**config.mk**
```make
export PLATFORM = sky130hd
export DESIGN_NAME = gspa_div
export DESIGN_NICKNAME = d
export VERILOG_FILES = /design/src/rtl/gspa_pkg.sv /design/src/rtl/gspa_div.sv
export SDC_FILE = /design/constraint.sdc
export NUM_CORES = 1
export LEC_CHECK = 0
export ABC_AREA = 1
export BUFFER_PORTS_ARGS = -buffer_cell sky130_fd_sc_hd__buf_2
export CORE_ASPECT_RATIO = 1.2
export CORE_MARGIN = 2
export CORE_UTILIZATION = 45
export DETAILED_ROUTE_END_ITERATION = 16
export MAX_ROUTING_LAYER = met4
export PLACE_DENSITY = 0.83
export SLEW_MARGIN = 15
export SYNTH_ARGS = -nofsm -noshare
export SYNTH_HDL_FRONTEND = slang
export SYNTH_SLANG_ARGS = --single-unit
```
**constraint.sdc**
```tcl
create_clock -name aclk -period 4.5 [get_ports aclk]
set_input_delay 0.9 -clock aclk [delete_from_list [all_inputs] [get_ports aclk]]
set_output_delay 0.9 -clock aclk [all_outputs]
set_load 0.02 [all_outputs]
```
**src/rtl/gspa_pkg.sv**
```systemverilog
// Package for the greedy streaming partition assigner.
// Types, constants and the sequencer state enum; no dependencies.
package gspa_pkg;
    localparam int MAX_PARTS_DEF    = 16;
    localparam int MAX_CLUSTERS_DEF = 16;
    localparam int MAX_NODES_DEF    = 65536;
    localparam int PART_SLOTS       = 16;
    localparam int TALLY_W          = 17;
    localparam int WIDE_W           = 32;
    localparam logic [4:0] PARTS_RESET = 5'd2;
    localparam logic [0:0] REG_PARTS   = 1'b0;

    typedef enum logic [2:0] {
        ST_IDLE, ST_LOOKUP, ST_TALLY, ST_DIVIDE, ST_SCORE, ST_UPDATE, ST_CLEAR, ST_OUT
    } state_t;
endpackage

```
**src/rtl/gspa_div.sv**
```systemverilog
// Bit-serial unsigned divider, 32 bits by 5 bits, one quotient bit a cycle.
// Uses gspa_pkg.
module gspa_div (
    input  logic                        aclk,
    input  logic                        aresetn,
    input  logic                        start,
    input  logic [gspa_pkg::WIDE_W-1:0] dividend,
    input  logic [4:0]                  divisor,
    output logic                        busy,
    output logic [gspa_pkg::WIDE_W-1:0] quotient
);
    localparam int W = gspa_pkg::WIDE_W;
    logic [W-1:0] q_reg, q_next;
    logic [5:0]   r_reg, r_next;
    logic [5:0]   cnt_reg, cnt_next;
    logic         busy_reg, busy_next;
    logic [5:0]   trial;

    // Restoring division step
    always_comb begin
        q_next = q_reg;
        r_next = r_reg;
        cnt_next = cnt_reg;
        busy_next = busy_reg;
        trial = {r_reg[4:0], q_reg[W-1]};
        if (start) begin
            q_next = dividend;
            r_next = '0;
            cnt_next = 6'(W);
            busy_next = 1'b1;
        end else if (busy_reg) begin
            if (trial >= {1'b0, divisor}) begin
                r_next = trial - {1'b0, divisor};
                q_next = {q_reg[W-2:0], 1'b1};
            end else begin
                r_next = trial;
                q_next = {q_reg[W-2:0], 1'b0};
            end
            cnt_next = cnt_reg - 6'd1;
            if (cnt_reg == 6'd1) busy_next = 1'b0;
        end
    end

    always_ff @(posedge aclk) begin
        if (!aresetn) begin
            busy_reg <= 1'b0;
            cnt_reg <= '0;
        end else begin
            busy_reg <= busy_next;
            cnt_reg <= cnt_next;
        end
        q_reg <= q_next;
        r_reg <= r_next;
    end

    assign busy = busy_reg;
    assign quotient = q_reg;
endmodule

```
# After elaboration in Yosys (flattened, before gate mapping)
# Index checks and enable logic that the tools add are counted.
# totals
register_bits,44
latch_bits,0
mem_bits_rw,0
romBits,0
output_inout_bits,33
word_cells,21
n_memories,0
# op_classes
addsub,2
multipliers,0
div,0
order_cmp,1
eq_ne,1
n_shift,0
mux,9
bitwise_logic,1
n_reduce_logical,2
# ops
cell,count
two-way mux 32 bit,2
two-way mux 6 bit,2
"equality test 6 x 1 -> 1 bit, second input constant",1
greater-or-equal comparator 6 x 5 -> 1 bit,1
"subtractor 6 x 1 -> 6 bit, second input constant",1
two-way mux 5 bit,1
subtractor 5 bit,1
two-way mux 1 bit,4
nonzero test 2 bit,1
OR reduction 2 bit,1
NOT 1 bit,1

# Depth between registers and ports, before layout
# Gate-level depths: netlist (run 1).
# depth
ltp_word,4
mapped_depth,11

# Worst setup path after synthesis (run 1)
# No wires, ideal clock.
# synth_path
path_kind,in2reg
startpoint,input divisor[0]
endpoint,"register q_reg[0], in the netlist quotient[0] (data pin)"
setup_ps,267
t_arrival_ps,1797
slack_ps,2436
path_stages,7
path_cell_list,ha_1 > inv_1 > fa_1 > nand2_1 > nand2_1 > nand3_4 > a31oi_1
# synth_between
elab_chain_cells,4
# synth_rtl
item,line_no,text
from (decl),gspa_div.sv:8,"input logic [4:0] divisor,"
greater-or-equal comparator 6 x 5 -> 1 bit,gspa_div.sv:32,"if (trial >= {1'b0, divisor}) begin"
two-way mux 1 bit,gspa_div.sv:32,
two-way mux 32 bit,gspa_div.sv:31,end else if (busy_reg) begin
two-way mux 32 bit,gspa_div.sv:26,if (start) begin
net q_next[0],gspa_div.sv:13,"logic [W-1:0] q_reg, q_next;"
to (signal assigned),gspa_div.sv:52,q_reg <= q_next;
to (decl),gspa_div.sv:13,
# The timed path passes the listed nets, and every way through them passes these cells. The select of a mux whose other input is x is not followed.
# A chain may end at the register's enable or synchronous reset.

# Worst setup path after layout (run 1)
# layout_path
startpoint,input start
endpoint,"register q_reg[27], in the netlist quotient[27], enable pin"
# layout_between
elab_chain_cells,1
# layout_rtl
item,line_no,text
from (decl),gspa_div.sv:6,"input logic start,"
nonzero test 2 bit (no source line),--,
# No other way between the ends.

==> metrics.cfg, run 1 <==
[timing]
tightest_slew_ns = 0.717
rsz0062_at_grt = false
finalSetupTns_ns = 0
timing.final.hold_violations = 0
fmax_mhz = 462
finalCriticalPeriod_ns = 2.16
finalSetupViolations = 0
skew_ns = 0.00777
post-route-period-util_pct = 48.1
slew_headroom_pct = 52.2
slew_violations = 0

[floorplan]
die_x_um = 67.6
core_um2 = 4630
ioPinCount = 73
initial_core_util_pct = 47.2
die_area_um2 = 5430
chipHeight_um = 80.3
rows = 27

[worst_setup_path]
cp_slowest_cell = buf_2
crit_type = input pin to flop
crit_family = buffers and inverters
crit_chain = buf_2 -> nor2_4 -> inv_2
reg2reg_depth = 8
r2r_slack_ns = 2.68
cp_data_required_time_ns = 4.43
r2r-start = quotient[31]
max_stage_delay_ns = 0.55
cp_max_fo = 35
crit_path_end_kind = flop
crit_start = start
arrival_ns = 2.09
crit_buf_inv = 2
rr_endpoint = quotient[0]
cp_num_cells = 3
crit_end = quotient[27]
cp-start-kind = input pin

[global_route]
overflow = 0
grt_first_pass_wirelength_mm = 6.94
grt.total_usage_pct = 17.5
grt_max_degree = 36
antenna_found_initial = 0
grt_pass1_vias = 1617

[logic_synthesis]
synth.net_count = 297
synthMuxAreaShare_pct = 0
netlist_top_cells_area = edfxtp_1, nand2_1, dfxtp_1
synth_ff_type = edfxtp_1
syn_area_per_cell_um2 = 8.78
synth_top_family_by_area = simple AND/OR/NAND/NOR gates
synthTopCellsByCount = nand2_1, edfxtp_1, inv_1
async_reset_ff_share_pct = 0
synth-simple-area-share_pct = 31.0
synth_compound_area_share_pct = 2.52
ys.warnings.count = 0
syn-cell-area_um2 = 2190
yosysSeqAreaShare_pct = 55.0
ys_ff_latch = 44
synth_edf_count = 32
synthXorXnorAreaFrac_pct = 0.801
yosys.area_share.adder_pct = 4.92
yosys.area.top_type = edfxtp_1
synth_top_area_share_pct = 44.0
yosysUniqueCellTypes = 28
yosysMostFrequentCell = nand2_1
synthCells = 249

[cells_and_area]
diodes = 0
multi_input_area_um2 = 858
area_growth_pct = 22.6
finalCoreUtilization_pct = 57.9
final.fill_count = 390
drive_gt1_share_pct = 28.0
final-seq-area_um2 = 1200
largest_reg_flops = 32
nets = 368

[route]
vias = 1844
ant_nets = 0
vias_per_cell = 4.87
drtIter0Drc = 83
routedWlPerCell_um = 12.1
wl_mm = 4.59
first_pass_iters = 4
drc = 0

[clock_network]
clkLatencyLatePin_ns = 0.29
cts.sink_count = 44
postCtsSetupBuffers = 0
htree_levels = 2
cts_buffers = 5
cts.repair.resized = 0
cts_buffer_depth = 2
hold_buffers = 0
cts_tree = yes
cts-root-buf = clkbuf_8
clk_pin_slew_ns = 0.08

[placed_design]
place_congestion = 0.800
dpl.hpwl_mm = 3.37
port_buffers = 72

[job]
drv_cap = 0

[power_and_ir_drop]
leakage_nw = 1.37
ir_drop_mv = 0.172
p_per_area_nw_per_um2 = 377

[outcome]
status = finished clean

[min_path]
worstHoldPathType = flop to flop

-- layout make-up --
class / instances / area share, %
inverter: 21 / 2.99
clock buffer: 6 / 2.71
clock inverter: 2 / 1.31
timing repair buffer: 72 / 13.4
tap: 58 / 2.71
multi-input combinational: 176 / 32.0
sequential: 44 / 44.8
-- through the flow --
stage               hold WS, ns  cells  power (mW)  setup WS (ns)  cell area, um^2
finish                    0.473    379        1.01           2.34             2680
global route              0.498    379        1.07           2.21             2680
CTS                       0.477    379        1.02           2.31             2680
detailed placement        0.465    371       0.733           1.99             2570
global placement          0.461    371       0.725           2.03             2570
floorplan                 0.427    249       0.663           2.44             2190
-- layer usage --
metal / GRT usage [%] / wire [um]
met5: - / 0
met4: 4.49 / 18
met3: 4.48 / 273
met2: 30.6 / 2390
met1: 19.7 / 1910
-- worst reg2reg max path: cells and delay by family, from the launching register on --
kind / cells / cell delay, ns
AND/OR/NAND/NOR: 3 / 0.30
AO/OA/AOI/OAI: 1 / 0.09
flip-flops: 1 / 0.43
buffers and inverters: 2 / 0.17
adder cells (fa/ha/maj): 2 / 0.55
-- logic make-up after synthesis --
family	Yosys count
XOR/XNOR	2
AO/OA/AOI/OAI	10
adder cells (fa/ha/maj)	8
AND/OR/NAND/NOR	156
flip-flops	44
buffers and inverters	29
-- cells in the final DEF, fill, tap and decap left out, drive strengths merged, types with 3 or more instances in the layout --
master	count
a21oi	6
buf	72
clkbuf	6
dfxtp	12
edfxtp	32
ha	7
inv	20
nand2	123
nand3	14
nand4	3
nor2	13
-- worst min path at each step --
stage	startpoint	end	cells after the start
after floorplan	r_reg[4]	r_reg[4]	2
after global placement	cnt_reg[5]	cnt_reg[5]	2
after detailed placement	r_reg[4]	r_reg[4]	2
after CTS	r_reg[4]	r_reg[4]	2
after global routing	r_reg[4]	r_reg[4]	2
final	r_reg[4]	r_reg[4]	2
-- where the power goes --
part | switching [mW] | internal [mW]
Combinational | 0.136 | 0.0782
Sequential | 0.0250 | 0.483
Clock | 0.124 | 0.165
Total | 0.286 | 0.726
Power figures use the tool's default switching activity.
==> run 2: changes to the inputs <==
==> constraint.sdc (replaced) <==
create_clock -name aclk -period 2.27 [get_ports aclk]
set_input_delay 0.454 -clock aclk [delete_from_list [all_inputs] [get_ports aclk]]
set_output_delay 0.454 -clock aclk [all_outputs]
set_load 0.02 [all_outputs]
==> metrics.cfg, run 2 (synthesized netlist as in run 1, its figures left out) <==
[worst_setup_path]
cp_data_required_time_ns = 2.29  ; -2.14 ns
crit_chain = inv_1 -> ha_1 -> inv_1 -> fa_1 -> nand2_1 -> nand2_1 -> nand3_4 -> a31oi_1
crit_path_end_kind = flop
reg2reg_depth = 8  ; unchanged
cp-start-kind = flop
arrival_ns = 1.77  ; -0.32 ns
max_stage_delay_ns = 0.41  ; -0.14 ns
crit_family = adder cells
crit_type = flop to flop
cp_slowest_cell = fa_1
cp_max_fo = 7  ; -80%
cp_num_cells = 8  ; +5
crit_buf_inv = 2  ; unchanged

[cells_and_area]
final_cell_mix = nand2_1, buf_2, edfxtp_1
drive_gt1_share_pct = 28.0  ; -0.087 points
diodes = 0  ; unchanged
largest_reg_flops = 32  ; unchanged
nets = 370  ; +0.54%
area_growth_pct = 22.4
layout_commonest_cell = nand2_1

[global_route]
overflow = 0  ; unchanged
grt_pass1_vias = 1651  ; +2.1%
grt.total_usage_pct = 17.1  ; -0.47 points
grt_first_pass_wirelength_mm = 6.79  ; -2.2%
grt_max_degree = 36  ; unchanged
antenna_found_initial = 0  ; unchanged

[clock_network]
cts.sink_count = 44  ; unchanged
hold_buffers = 0  ; unchanged
cts-root-buf = clkbuf_8
clkLatencyLatePin_ns = 0.29  ; about the same
postCtsSetupBuffers = 0  ; unchanged
clk_pin_slew_ns = 0.07  ; about the same
htree_levels = 2  ; unchanged
cts_buffer_depth = 2  ; unchanged
cts_buffers = 5  ; unchanged
cts_tree = yes
cts.repair.resized = 0  ; unchanged

[timing]
finalCriticalPeriod_ns = 1.75
rsz0062_at_grt = false
post-route-period-util_pct = 77.3
tightest_slew_ns = 0.552  ; -0.165 ns
slew_headroom_pct = 63.1  ; +11 points
finalSetupTns_ns = 0  ; unchanged
timing.final.hold_violations = 0  ; unchanged
fmax_mhz = 570
slew_violations = 0  ; unchanged
finalSetupViolations = 0  ; unchanged
skew_ns = 0.00493  ; -0.00284 ns

[job]
drv_cap = 0  ; unchanged

[route]
routedWlPerCell_um = 11.2  ; -7.4%
first_pass_iters = 6  ; +2
drtIter0Drc = 152  ; +83%
wl_mm = 4.27  ; -7.1%
drc = 0  ; unchanged
vias = 1792  ; -2.8%
ant_nets = 0  ; unchanged
vias_per_cell = 4.72  ; -3.1%

[power_and_ir_drop]
total_power_mw = 1.87  ; +85%
ir_drop_mv = 0.304  ; +77%
leakage_nw = 1.37  ; -0.11%
p_per_area_nw_per_um2 = 700  ; +86%

[outcome]
status = finished clean

[floorplan]
initial_core_util_pct = 47.2  ; unchanged
chipHeight_um = 80.3  ; unchanged
die_area_um2 = 5430  ; unchanged
rows = 27  ; unchanged
ioPinCount = 73  ; unchanged
die_x_um = 67.6  ; unchanged
core_um2 = 4630  ; unchanged

[min_path]
worstHoldPathType = input pin to flop
min_path_cells = 3  ; +1

[placed_design]
dpl.hpwl_mm = 3.19  ; -5.5%
port_buffers = 72  ; unchanged
place_congestion = 0.780  ; -2.4%

run 2: cell count changes in the layout (fill, tap and decap cells not counted), sizes merged:
cell	previous run	this run
buf	72	74
bufinv	1	0
clkbuf	6	5
clkinv	2	3
run 2: worst paths after layout:
kind / slack (ns) / from / end
setup / recovery: 0.52 / quotient[31] / quotient[0]
hold / removal: 0.41 / aresetn / cnt_reg[5]
setup reg to reg: 0.52 / quotient[31] / quotient[0]
hold reg to reg: 0.47 / r_reg[4] / r_reg[4]
run 2: layer usage:
| metal | wire length (um) | GRT usage (%) |
|---|---|---|
| met5 | 0 | - |
| met1 | 1930 | 19.4 |
| met4 | 63 | 7.14 |
| met2 | 2020 | 27.5 |
| met3 | 255 | 5.32 |
run 2: cell type report:
cell class	instances	area, um^2
fill	442	1950
clock inverter	2	7.51
clock buffer	5	68.8
timing repair buffer	74	388
tap	58	72.6
inverter	21	80.1
sequential	44	1200
multi-input combinational	176	858
run 2: worst min-delay path: cells and delay by family:
kind	cells	cell delay, ns
compound gates	1	0.03
buf+inv	2	0.17
run 2: through the flow:
| stage | hold WS, ns | cell area, um^2 | cells | setup WS [ns] | util, % |
|---|---|---|---|---|---|
| after CTS | 0.399 | 2680 | 380 | 0.508 | 57.8 |
| after detailed placement | 0.466 | 2600 | 373 | 0.477 | 56.2 |
| after global routing | 0.423 | 2680 | 380 | 0.346 | 57.8 |
| after global placement | 0.446 | 2600 | 373 | 0.514 | 56.2 |
| after floorplan | 0.427 | 2190 | 249 | 0.517 | - |
| final | 0.410 | 2680 | 380 | 0.516 | 57.8 |
run 2: power by group:
group,internal [mW],leakage [nW],switching (mW)
combinational,0.161,0.905,0.270
clock,0.203,0.0391,0.236
sequential,0.957,0.426,0.0469
